**src/hdl/mwh_pkg.sv**
```systemverilog
`timescale 1ns / 1ps
// ----------------------------------------------------------------------------
// MurmurHash2 word hash package
// Shared constants and types for the front end, the item queue and the
// hash back end.
// ----------------------------------------------------------------------------
package mwh_pkg;

  // Mixing multiplier and shift amounts of the 32-bit MurmurHash2.
  localparam logic [31:0] MIX_MUL      = 32'h5bd1_e995;
  localparam int          PREMIX_SHIFT = 24;
  localparam int          FIN_SHIFT_A  = 13;
  localparam int          FIN_SHIFT_B  = 15;

  // Seed register value after reset.
  localparam logic [31:0] SEED_RESET = 32'd1234567;

  // Queue between front end and back end.
  localparam int QUEUE_DEPTH = 4;
  localparam int QUEUE_AW    = $clog2(QUEUE_DEPTH);

  // What the back end does with a word.
  typedef enum logic [1:0] {
    KIND_NONE,   // no bytes: hash unchanged
    KIND_FULL,   // premixed word folded in as h*M ^ k
    KIND_TAIL    // partial word XORed in, then multiplied
  } kind_t;

  // One classified word on its way to the back end.
  typedef struct packed {
    kind_t       kind;
    logic        first;
    logic        last;
    logic [31:0] init_hash;  // seed ^ key length, used when first is set
    logic [31:0] operand;    // premixed word or masked tail bytes
  } qitem_t;

  // Queue status seen by both sides.
  typedef struct packed {
    logic full;
    logic empty;
  } qstat_t;

endpackage

```
**src/hdl/mwh_front.sv**
```systemverilog
`timescale 1ns / 1ps
// ----------------------------------------------------------------------------
// MurmurHash2 front end
// Accepts input words, classifies them by byte count and runs the word
// premix in two register stages before handing them to the queue.
// ----------------------------------------------------------------------------
module mwh_front (
  input  logic            clk,
  input  logic            rst,
  input  logic [31:0]     seed,
  input  logic            in_valid,
  output logic            in_ready,
  input  logic [31:0]     data_word,
  input  logic [2:0]      valid_bytes,
  input  logic            first_of_key,
  input  logic            last_of_key,
  input  logic [31:0]     key_length,
  input  mwh_pkg::qstat_t qstat,
  output logic            push,
  output mwh_pkg::qitem_t push_item
);
  import mwh_pkg::*;

  logic        s1_valid;
  qitem_t      s1;
  logic        s2_valid;
  qitem_t      s2;
  logic        s1_ready;
  logic        s2_ready;
  qitem_t      s1_next;
  qitem_t      s2_next;
  logic [31:0] tail_mask;
  logic [31:0] mixed;

  // Stall chain: each stage takes a word when empty or when it drains.
  assign s2_ready = !s2_valid || !qstat.full;
  assign s1_ready = !s1_valid || s2_ready;
  assign in_ready = s1_ready;
  assign push      = s2_valid && !qstat.full;
  assign push_item = s2;

  // Classify the word and start the premix with the first multiply.
  always_comb begin
    case (valid_bytes)
      3'd1:    tail_mask = 32'h0000_00ff;
      3'd2:    tail_mask = 32'h0000_ffff;
      3'd3:    tail_mask = 32'h00ff_ffff;
      default: tail_mask = 32'h0000_0000;
    endcase
    s1_next.first     = first_of_key;
    s1_next.last      = last_of_key;
    s1_next.init_hash = seed ^ key_length;
    case (valid_bytes) inside
      3'd0: begin
        s1_next.kind    = KIND_NONE;
        s1_next.operand = data_word;
      end
      [3'd4:3'd7]: begin
        s1_next.kind    = KIND_FULL;
        s1_next.operand = data_word * MIX_MUL;
      end
      default: begin
        s1_next.kind    = KIND_TAIL;
        s1_next.operand = data_word & tail_mask;
      end
    endcase
  end

  // Finish the premix of full words: xor-shift, then the second multiply.
  always_comb begin
    mixed   = s1.operand ^ (s1.operand >> PREMIX_SHIFT);
    s2_next = s1;
    if (s1.kind == KIND_FULL) begin
      s2_next.operand = mixed * MIX_MUL;
    end
  end

  // Stage valid flags.
  always_ff @(posedge clk) begin
    if (rst) begin
      s1_valid <= 1'b0;
      s2_valid <= 1'b0;
    end else begin
      if (s1_ready) begin
        s1_valid <= in_valid;
      end
      if (s2_ready) begin
        s2_valid <= s1_valid;
      end
    end
  end

  // Stage payloads.
  always_ff @(posedge clk) begin
    if (s1_ready && in_valid) begin
      s1 <= s1_next;
    end
    if (s2_ready && s1_valid) begin
      s2 <= s2_next;
    end
  end

endmodule

```
**src/hdl/mwh_queue.sv**
```systemverilog
`timescale 1ns / 1ps
// ----------------------------------------------------------------------------
// MurmurHash2 item queue
// Short first-in first-out queue that decouples the front end from the
// hash back end.
// ----------------------------------------------------------------------------
module mwh_queue (
  input  logic            clk,
  input  logic            rst,
  input  logic            push,
  input  mwh_pkg::qitem_t push_item,
  input  logic            pop,
  output mwh_pkg::qitem_t pop_item,
  output mwh_pkg::qstat_t qstat
);
  import mwh_pkg::*;

  qitem_t              entries [QUEUE_DEPTH];
  logic [QUEUE_AW-1:0] wr_ptr;
  logic [QUEUE_AW-1:0] rd_ptr;
  logic [QUEUE_AW:0]   count;

  assign qstat.full  = (count == (QUEUE_AW + 1)'(QUEUE_DEPTH));
  assign qstat.empty = (count == '0);
  assign pop_item    = entries[rd_ptr];

  // Pointers and fill count.
  always_ff @(posedge clk) begin
    if (rst) begin
      wr_ptr <= '0;
      rd_ptr <= '0;
      count  <= '0;
    end else begin
      if (push) begin
        wr_ptr <= wr_ptr + 1'b1;
      end
      if (pop) begin
        rd_ptr <= rd_ptr + 1'b1;
      end
      if (push && !pop) begin
        count <= count + 1'b1;
      end else if (pop && !push) begin
        count <= count - 1'b1;
      end
    end
  end

  // Storage.
  always_ff @(posedge clk) begin
    if (push) begin
      entries[wr_ptr] <= push_item;
    end
  end

endmodule

```
**src/hdl/mwh_back.sv**
```systemverilog
`timescale 1ns / 1ps
// ----------------------------------------------------------------------------
// MurmurHash2 back end
// Folds queued words into the running hash, one per cycle when not stalled,
// and runs the finalizer in two register stages into the output register.
// ----------------------------------------------------------------------------
module mwh_back (
  input  logic            clk,
  input  logic            rst,
  input  mwh_pkg::qstat_t qstat,
  input  mwh_pkg::qitem_t pop_item,
  output logic            pop,
  output logic            out_valid,
  input  logic            out_ready,
  output logic [31:0]     hash_value
);
  import mwh_pkg::*;

  logic [31:0] running_hash;
  logic [31:0] base_hash;
  logic [31:0] hash_next;
  logic [31:0] fin_pre;
  logic        f1_valid;
  logic [31:0] f1;
  logic        out_slot;
  logic        f1_advance;

  // Finalizer stall chain.
  assign out_slot   = !out_valid || out_ready;
  assign f1_advance = f1_valid && out_slot;
  assign pop        = !qstat.empty && (!f1_valid || out_slot);

  // One step of the running-hash loop.
  always_comb begin
    base_hash = pop_item.first ? pop_item.init_hash : running_hash;
    case (pop_item.kind)
      KIND_FULL: hash_next = (base_hash * MIX_MUL) ^ pop_item.operand;
      KIND_TAIL: hash_next = (base_hash ^ pop_item.operand) * MIX_MUL;
      default:   hash_next = base_hash;
    endcase
    fin_pre = hash_next ^ (hash_next >> FIN_SHIFT_A);
  end

  // Control state: running hash and stage valid flags.
  always_ff @(posedge clk) begin
    if (rst) begin
      running_hash <= '0;
      f1_valid     <= 1'b0;
      out_valid    <= 1'b0;
    end else begin
      if (pop) begin
        running_hash <= hash_next;
      end
      if (pop && pop_item.last) begin
        f1_valid <= 1'b1;
      end else if (f1_advance) begin
        f1_valid <= 1'b0;
      end
      if (out_slot) begin
        out_valid <= f1_valid;
      end
    end
  end

  // Finalizer: first xor-shift registered, then multiply and last xor-shift.
  always_ff @(posedge clk) begin
    if (pop && pop_item.last) begin
      f1 <= fin_pre;
    end
    if (f1_advance) begin
      hash_value <= (f1 * MIX_MUL) ^ ((f1 * MIX_MUL) >> FIN_SHIFT_B);
    end
  end

endmodule

```
**src/hdl/murmur2_word_hash.sv**
```systemverilog
`timescale 1ns / 1ps
// ----------------------------------------------------------------------------
// MurmurHash2 word hash
// Computes the 32-bit MurmurHash2 of keys delivered as little-endian words.
// ----------------------------------------------------------------------------
// The block takes one word per cycle unless the output stalls, and gives one
// hash per key on the word marked last. A word passes the two premix stages
// and waits in a four-entry queue. It is folded into the running hash as it
// leaves the queue, and the last word of a key enters the first of two
// finalizer stages at once, then the output register. The sustained rate is
// set by the running-hash loop in the back end, which does one multiply and
// one XOR per word. The user must write the seed through the configuration
// channel only while no key is in flight; the block does not enforce it.
module murmur2_word_hash (
  input  logic        clk,
  input  logic        rst,
  // Configuration: seed.
  input  logic        cfg_valid,
  output logic        cfg_ready,
  input  logic [31:0] cfg_data,
  // Input words.
  input  logic        s_axis_tvalid,
  output logic        s_axis_tready,
  // [31:0] data_word, [34:32] valid_bytes, [66:35] key_length, rest zero
  input  logic [71:0] s_axis_tdata,
  // [0] first_of_key
  input  logic        s_axis_tuser,
  input  logic        s_axis_tlast,
  // Hash results.
  output logic        m_axis_tvalid,
  input  logic        m_axis_tready,
  // [31:0] hash_value
  output logic [31:0] m_axis_tdata
);
  import mwh_pkg::*;

  logic [31:0] seed;
  logic        push;
  logic        pop;
  qitem_t      push_item;
  qitem_t      pop_item;
  qstat_t      qstat;

  // Seed register; writes are always taken.
  assign cfg_ready = 1'b1;

  always_ff @(posedge clk) begin
    if (rst) begin
      seed <= SEED_RESET;
    end else if (cfg_valid) begin
      seed <= cfg_data;
    end
  end

  mwh_front u_front (
    .clk          (clk),
    .rst          (rst),
    .seed         (seed),
    .in_valid     (s_axis_tvalid),
    .in_ready     (s_axis_tready),
    .data_word    (s_axis_tdata[31:0]),
    .valid_bytes  (s_axis_tdata[34:32]),
    .first_of_key (s_axis_tuser),
    .last_of_key  (s_axis_tlast),
    .key_length   (s_axis_tdata[66:35]),
    .qstat        (qstat),
    .push         (push),
    .push_item    (push_item)
  );

  mwh_queue u_queue (
    .clk       (clk),
    .rst       (rst),
    .push      (push),
    .push_item (push_item),
    .pop       (pop),
    .pop_item  (pop_item),
    .qstat     (qstat)
  );

  mwh_back u_back (
    .clk        (clk),
    .rst        (rst),
    .qstat      (qstat),
    .pop_item   (pop_item),
    .pop        (pop),
    .out_valid  (m_axis_tvalid),
    .out_ready  (m_axis_tready),
    .hash_value (m_axis_tdata)
  );

  // The front end never pushes into a full queue.
  assert property (@(posedge clk) disable iff (rst) push |-> !qstat.full)
    else $error("push into full queue");

  // The back end never pops an empty queue.
  assert property (@(posedge clk) disable iff (rst) pop |-> !qstat.empty)
    else $error("pop from empty queue");

  // A push into an empty queue leaves it non-empty in the next cycle.
  assert property (@(posedge clk) disable iff (rst)
                   (push && qstat.empty) |=> !qstat.empty)
    else $error("queue lost a word");

  // No result is offered right after reset.
  assert property (@(posedge clk) $past(rst) |-> !m_axis_tvalid)
    else $error("result valid after reset");

endmodule
```
**config.mk**
```make
export PLATFORM = sky130hd
export DESIGN_NAME = murmur2_word_hash
export DESIGN_NICKNAME = d
export VERILOG_FILES = /design/src/hdl/mwh_pkg.sv /design/src/hdl/mwh_front.sv /design/src/hdl/mwh_queue.sv /design/src/hdl/mwh_back.sv /design/src/hdl/murmur2_word_hash.sv
export SDC_FILE = /design/constraint.sdc
export NUM_CORES = 2
export LEC_CHECK = 0
export ABC_AREA = 1
export BUFFER_PORTS_ARGS = -buffer_cell sky130_fd_sc_hd__buf_2
export CAP_MARGIN = 0
export CORE_UTILIZATION = 27
export DETAILED_ROUTE_END_ITERATION = 8
export PLACE_DENSITY = 0.38
export SLEW_MARGIN = 5
export SYNTH_ARGS = -nofsm -noshare
export SYNTH_HDL_FRONTEND = slang
export SYNTH_SLANG_ARGS = --single-unit
```
**constraint.sdc**
```tcl
create_clock -name clk -period 12.6 [get_ports clk]
set_clock_uncertainty 0.1 [all_clocks]
set_input_delay 0.63 -clock clk [delete_from_list [all_inputs] [get_ports clk]]
set_output_delay 0.63 -clock clk [all_outputs]
set_load 0.01 [all_outputs]
```
Yosys cells after proc, flatten, opt, wreduce, memory -nomap -nowiden
Memories as Yosys holds them, arrays and structs flattened. A register that Yosys moved wholly into a read port is not among the register bits.
Index checks and enable logic that the tools add are counted.

word-level totals
  logic and storage cells = 87
  bits in registers = 275
  input port bits = 111
  output and inout port bits = 35
  memories kept = 1
  memory bits (writable) = 272

cells by class
  $lt $le $gt $ge = 2
  bitwise operators = 7
  $mul = 5
  muxes and demuxes = 15
  add/subtract/negate cells = 4
  eq/ne operators = 7
  reduce and logical (&&, ||, !) cells = 25

memory list
  memory           words  bits a word  rd ports  clocked after Yosys merged registers in  wr ports  line             text
  u_queue.entries  4      68           1         1                                        1         mwh_queue.sv:18  qitem_t entries [QUEUE_DEPTH];

operator list
  kind                                                       count
  multiplier 32 x 31 -> 32 bit (second input constant)       5
  2-to-1 mux 32 bit                                          4
  XOR 32 bit                                                 3
  one-hot mux 24 bit (3 select lines)                        1
  one-hot mux 32 bit (2 select lines)                        1
  AND 32 x 24 -> 32 bit                                      1
  XOR 32 x 17 -> 32 bit                                      1
  XOR 32 x 19 -> 32 bit                                      1
  XOR 32 x 8 -> 32 bit                                       1
  logical AND 1 bit                                          9
  logical NOT 1 bit                                          8
  == test 3 x 2 -> 1 bit (second input constant)             2
  logical NOT 3 bit                                          2
  2-to-1 mux 2 bit                                           3
  2-to-1 mux 3 bit                                           2
  adder 2 x 1 -> 2 bit (second input constant)               2
  == test 2 x 1 -> 1 bit (second input constant)             2
  logical OR 1 bit                                           4
  2-to-1 mux 1 bit                                           4
  nonzero test 2 bit                                         2
  adder 3 x 1 -> 3 bit (second input constant)               1
  == test 3 x 1 -> 1 bit (second input constant)             1
  == test 3 bit (second input constant)                      1
  greater-or-equal comparator 3 bit (second input constant)  1
  other kinds (3)                                            3

Depth between registers and ports, before layout
  word-level depth = 7
  depth in mapped cells = 46

By module
From an unflattened synthesis, not the netlist that was laid out.

unflattened totals
  cell total of the unflattened synthesis = 7241
  area total of the unflattened synthesis = 68154.1 um2

by module, submodules not included
  module             area each (um2)  cells an instance  times used
  mwh_back           32526.2          3778               1
  mwh_front          23835.4          2564               1
  mwh_queue          10506.3          715                1
  murmur2_word_hash  1286.2           184                1

Worst setup path before layout
Ideal clock, no wire load.

  path type = reg-to-reg
  start = register (tool-made name)
  end = register u_back.f1[15] (data pin)
  period minus slack after synthesis = 8178 ps
  path slack = 4422 ps
  required time = 12228 ps
  cell stages (with the launch flop) = 39
  arrival = 7806 ps
  cells stage by stage = dfxtp_1 inv_2 buf_4 buf_6 buf_6 buf_4 buf_2 buf_2 nor2_1 o21ai_0 a31oi_1 xnor2_1 ha_1 fa_1 inv_1 fa_1 inv_1 fa_1 [3 not listed] fa_1 inv_1 ha_1 nand2_1 nor2_1 and3_1 nand4_1 nand3_1 nand3_1 nand2_1 nand2_1 nand2_1 a21o_1 or2_2 nand3_1 nand2_1 a21oi_1 xor2_1

RTL lines
  what                    line            text
  end signal: assignment  mwh_back.sv:68  f1 <= fin_pre;
  end: declaration        mwh_back.sv:24  logic [31:0] f1;

==> flow_summary.yaml <==
outcome:
  status: "finished clean"
setup_path:
  worst_setup_path_start_kind: "flop"
  path_max_fanout: 50
  worstSetupPathType: "reg -> reg"
  r2r.worst_path.cells: 34
  slowest_delay_ns: 0.80
  cpMostUsedCell: "inv_1"
  required_ns: 12.87
  rrSetupSlack_ns: 2.68
  slowest_stage: "xor2_1"
  arrival_ns: 10.19
  end_kind: "flop"
  r2r_end: "u_back.f1[16]"
clocking:
  postCtsSetupBuffers: 0
  cts_hold_buf: 1
  cts_max_path_buffers: 3
  post_cts_resized: 0
  cts_buffers: 67
  cts-root-buf: "clkbuf_16"
  cts-htree-levels: 3
  clkSinkCount: 549
  clkTransAtPathRegs_ns: 0.06
  cts_tree: "built"
  clock_latency_ns: 0.67
global_routing:
  gr-usage-all-layers: 0.167
  grt_start_max_net_pins: 131
  overflow: 0
  antenna_found_initial: 4
  grt_pass1_vias: 47300
  grt_pass1_wl_um: 307000
placed_design:
  io_buffers: 139
  place_congestion: 0.896
  dp_hpwl_um: 167000
finish:
  layout.nets: 9047
  drive_gt1_frac: 0.0582
  diodes: 0
  layout_commonest_cell: "inv_1"
  mostFrequentLayoutCells: "inv_1 (1922), ha_1 (1071), fa_1 (893), nand2_1 (682), edfxtp_1 (472)"
  area_growth_pct: 10.4
drt:
  wirelength_um: 206000
  wl_per_cell_um: 20.1
  vias_per_cell: 4.35
  drtIter0Drc: 2315
  firstDrtPassIters: 5
  drtAntennaViolNets: 0
  drc: 0
  vias: 44600
synth:
  async_flop_share: 0
  synth_edf_count: 472
  synth-main-ff-cell: "edfxtp_1"
  synth.avg_cell_area_um2: 9.84
  synth_fp_nets: 8869
  synth-seq-area-share: 0.235
  yosysWarnings: 0
  synthCells: 6794
  syn_area_um2: 66800
  synth_seq_cells: 549
  synth_cell_type_count: 58
hold_path:
  holdPathStages: 1
  min_from: "s_axis_tlast"
  hold_end: "u_front.s1[64]"
  hp-class: "in -> reg"
sta:
  slew_viol_final: 0
  finalSetupTns_ns: 0
  finalCriticalPeriod_ns: 9.92
  slew_headroom: 0.177
  finalCritPeriodShare: 0.787
  hold_viol_final: 0
  rsz0062_at_grt: "no"
  finalSetupViolCount: 0
  worst_pin_slew_ns: 1.22
  max_freq_mhz: 101
flow_run:
  maxCapViolCount: 0
floorplan:
  std_cell_rows: 182
  dieHeight_um: 499
  fp.coreArea_um2: 246000
  die_w_um: 499
  start_util: 0.272
  design.die.area_um2: 249000
  pin_count: 146
==> worst max path at each step <==
stage | to | slack, ns | cells past startpoint | startpoint
4_1_cts | u_back.f1[16] | 2.55 | 34 | flop
3_5_place_dp | u_back.f1[16] | 2.64 | 34 | flop
2_1_floorplan | u_back.f1[15] | 4.42 | 38 | flop
6_report | u_back.f1[16] | 2.68 | 34 | flop
3_3_place_gp | u_back.f1[16] | 2.65 | 34 | flop
5_1_grt | u_back.f1[16] | 2.07 | 35 | flop
==> per-stage QoR <==
stage	utilization	instance area, um2	hold slack [ns]	worst slack, ns	cells
2_1_floorplan	-	66800	0.300	4.42	6794
3_3_place_gp	0.291	71600	0.303	2.65	10100
3_5_place_dp	0.291	71600	0.305	2.64	10100
4_1_cts	0.300	73800	0.00429	2.55	10200
5_1_grt	0.300	73800	0.0271	2.07	10200
6_report	0.300	73800	0.0582	2.68	10200
==> cell usage after synthesis, types with 9 or more instances <==
cell type / count / area (um2)
inv_1: 1925 / 7230
ha_1: 1071 / 13400
fa_1: 893 / 17900
nand2_1: 682 / 2560
edfxtp_1: 472 / 14200
o21ai_0: 278 / 1390
a21oi_1: 254 / 1270
nor2_1: 237 / 890
xor2_1: 171 / 1500
xnor2_1: 170 / 1490
nand3_1: 169 / 846
dfxtp_1: 77 / 1540
clkbuf_1: 43 / 161
o21ai_1: 29 / 145
o22ai_1: 25 / 156
nand2_2: 24 / 150
or2_2: 24 / 150
a31oi_1: 23 / 144
buf_2: 21 / 105
nor3_1: 18 / 90.1
a32o_1: 16 / 160
buf_4: 15 / 113
buf_6: 14 / 158
o211ai_1: 12 / 90.1
nand4_1: 11 / 68.8
a21o_1: 10 / 75.1
nand2_4: 10 / 113
o21ai_2: 10 / 87.6
inv_2: 9 / 33.8
o21bai_1: 9 / 67.6
==> area by class of cell <==
| cell class | instances | area, um2 |
|---|---|---|
| clock buffer | 92 | 1820 |
| timing repair buffer | 209 | 1240 |
| clock inverter | 30 | 343 |
| fill | 26100 | 172000 |
| inverter | 1937 | 7280 |
| sequential | 549 | 15700 |
| multi-input combinational | 4208 | 43300 |
| tap | 3220 | 4030 |
==> sequential cells by signal (all words and copies together), names as in the netlist, named ones only <==
signal / count
seed: 32
u_queue.rd_ptr: 2
u_queue.entries: 272
u_front.push_item: 68
u_back.hash_value: 32
u_back.running_hash: 32
u_front.s1_valid: 1
u_back.f1: 32
u_queue.wr_ptr: 2
u_back.f1_valid: 1
u_front.s1: 68
u_queue.count: 3
u_front.s2_valid: 1
u_back.out_valid: 1
==> worst max-delay path, delay by kind of cell, from the launching register on <==
family	cells	cell delay (ns)
AO/OA/AOI/OAI	6	0.97
XOR/XNOR	2	1.01
adder cells (fa/ha/maj)	9	3.86
buffers and inverters	10	1.97
flip-flops	1	0.33
AND/OR/NAND/NOR	7	1.26
==> routing by layer <==
layer	wire length (um)	track usage	vias up	share of wire
met4	3160	0.0290	0	0.015
met3	7350	0.0175	144	0.036
met2	98100	0.281	739	0.48
met1	97300	0.232	22200	0.47
li1	-	-	21500	-
met5	0	0	-	0
==> logic make-up (layout without fill, tap and decap cells) <==
kind of cell	after synthesis	in the layout	share of synthesized area
AOI/OAI and AO/OA	699	699	0.0579
xor gates and xnor gates	347	347	0.0462
adders and majority gates	1964	1964	0.468
buffers and inverters	2037	2268	0.118
DFF	549	549	0.235
other	1	1	0.0000561
and+or+nand+nor	1197	1197	0.0751
Power is left out: the tool's default activity adds up to more than one toggle a clock period on the data nets, which glitch-free logic cannot reach.
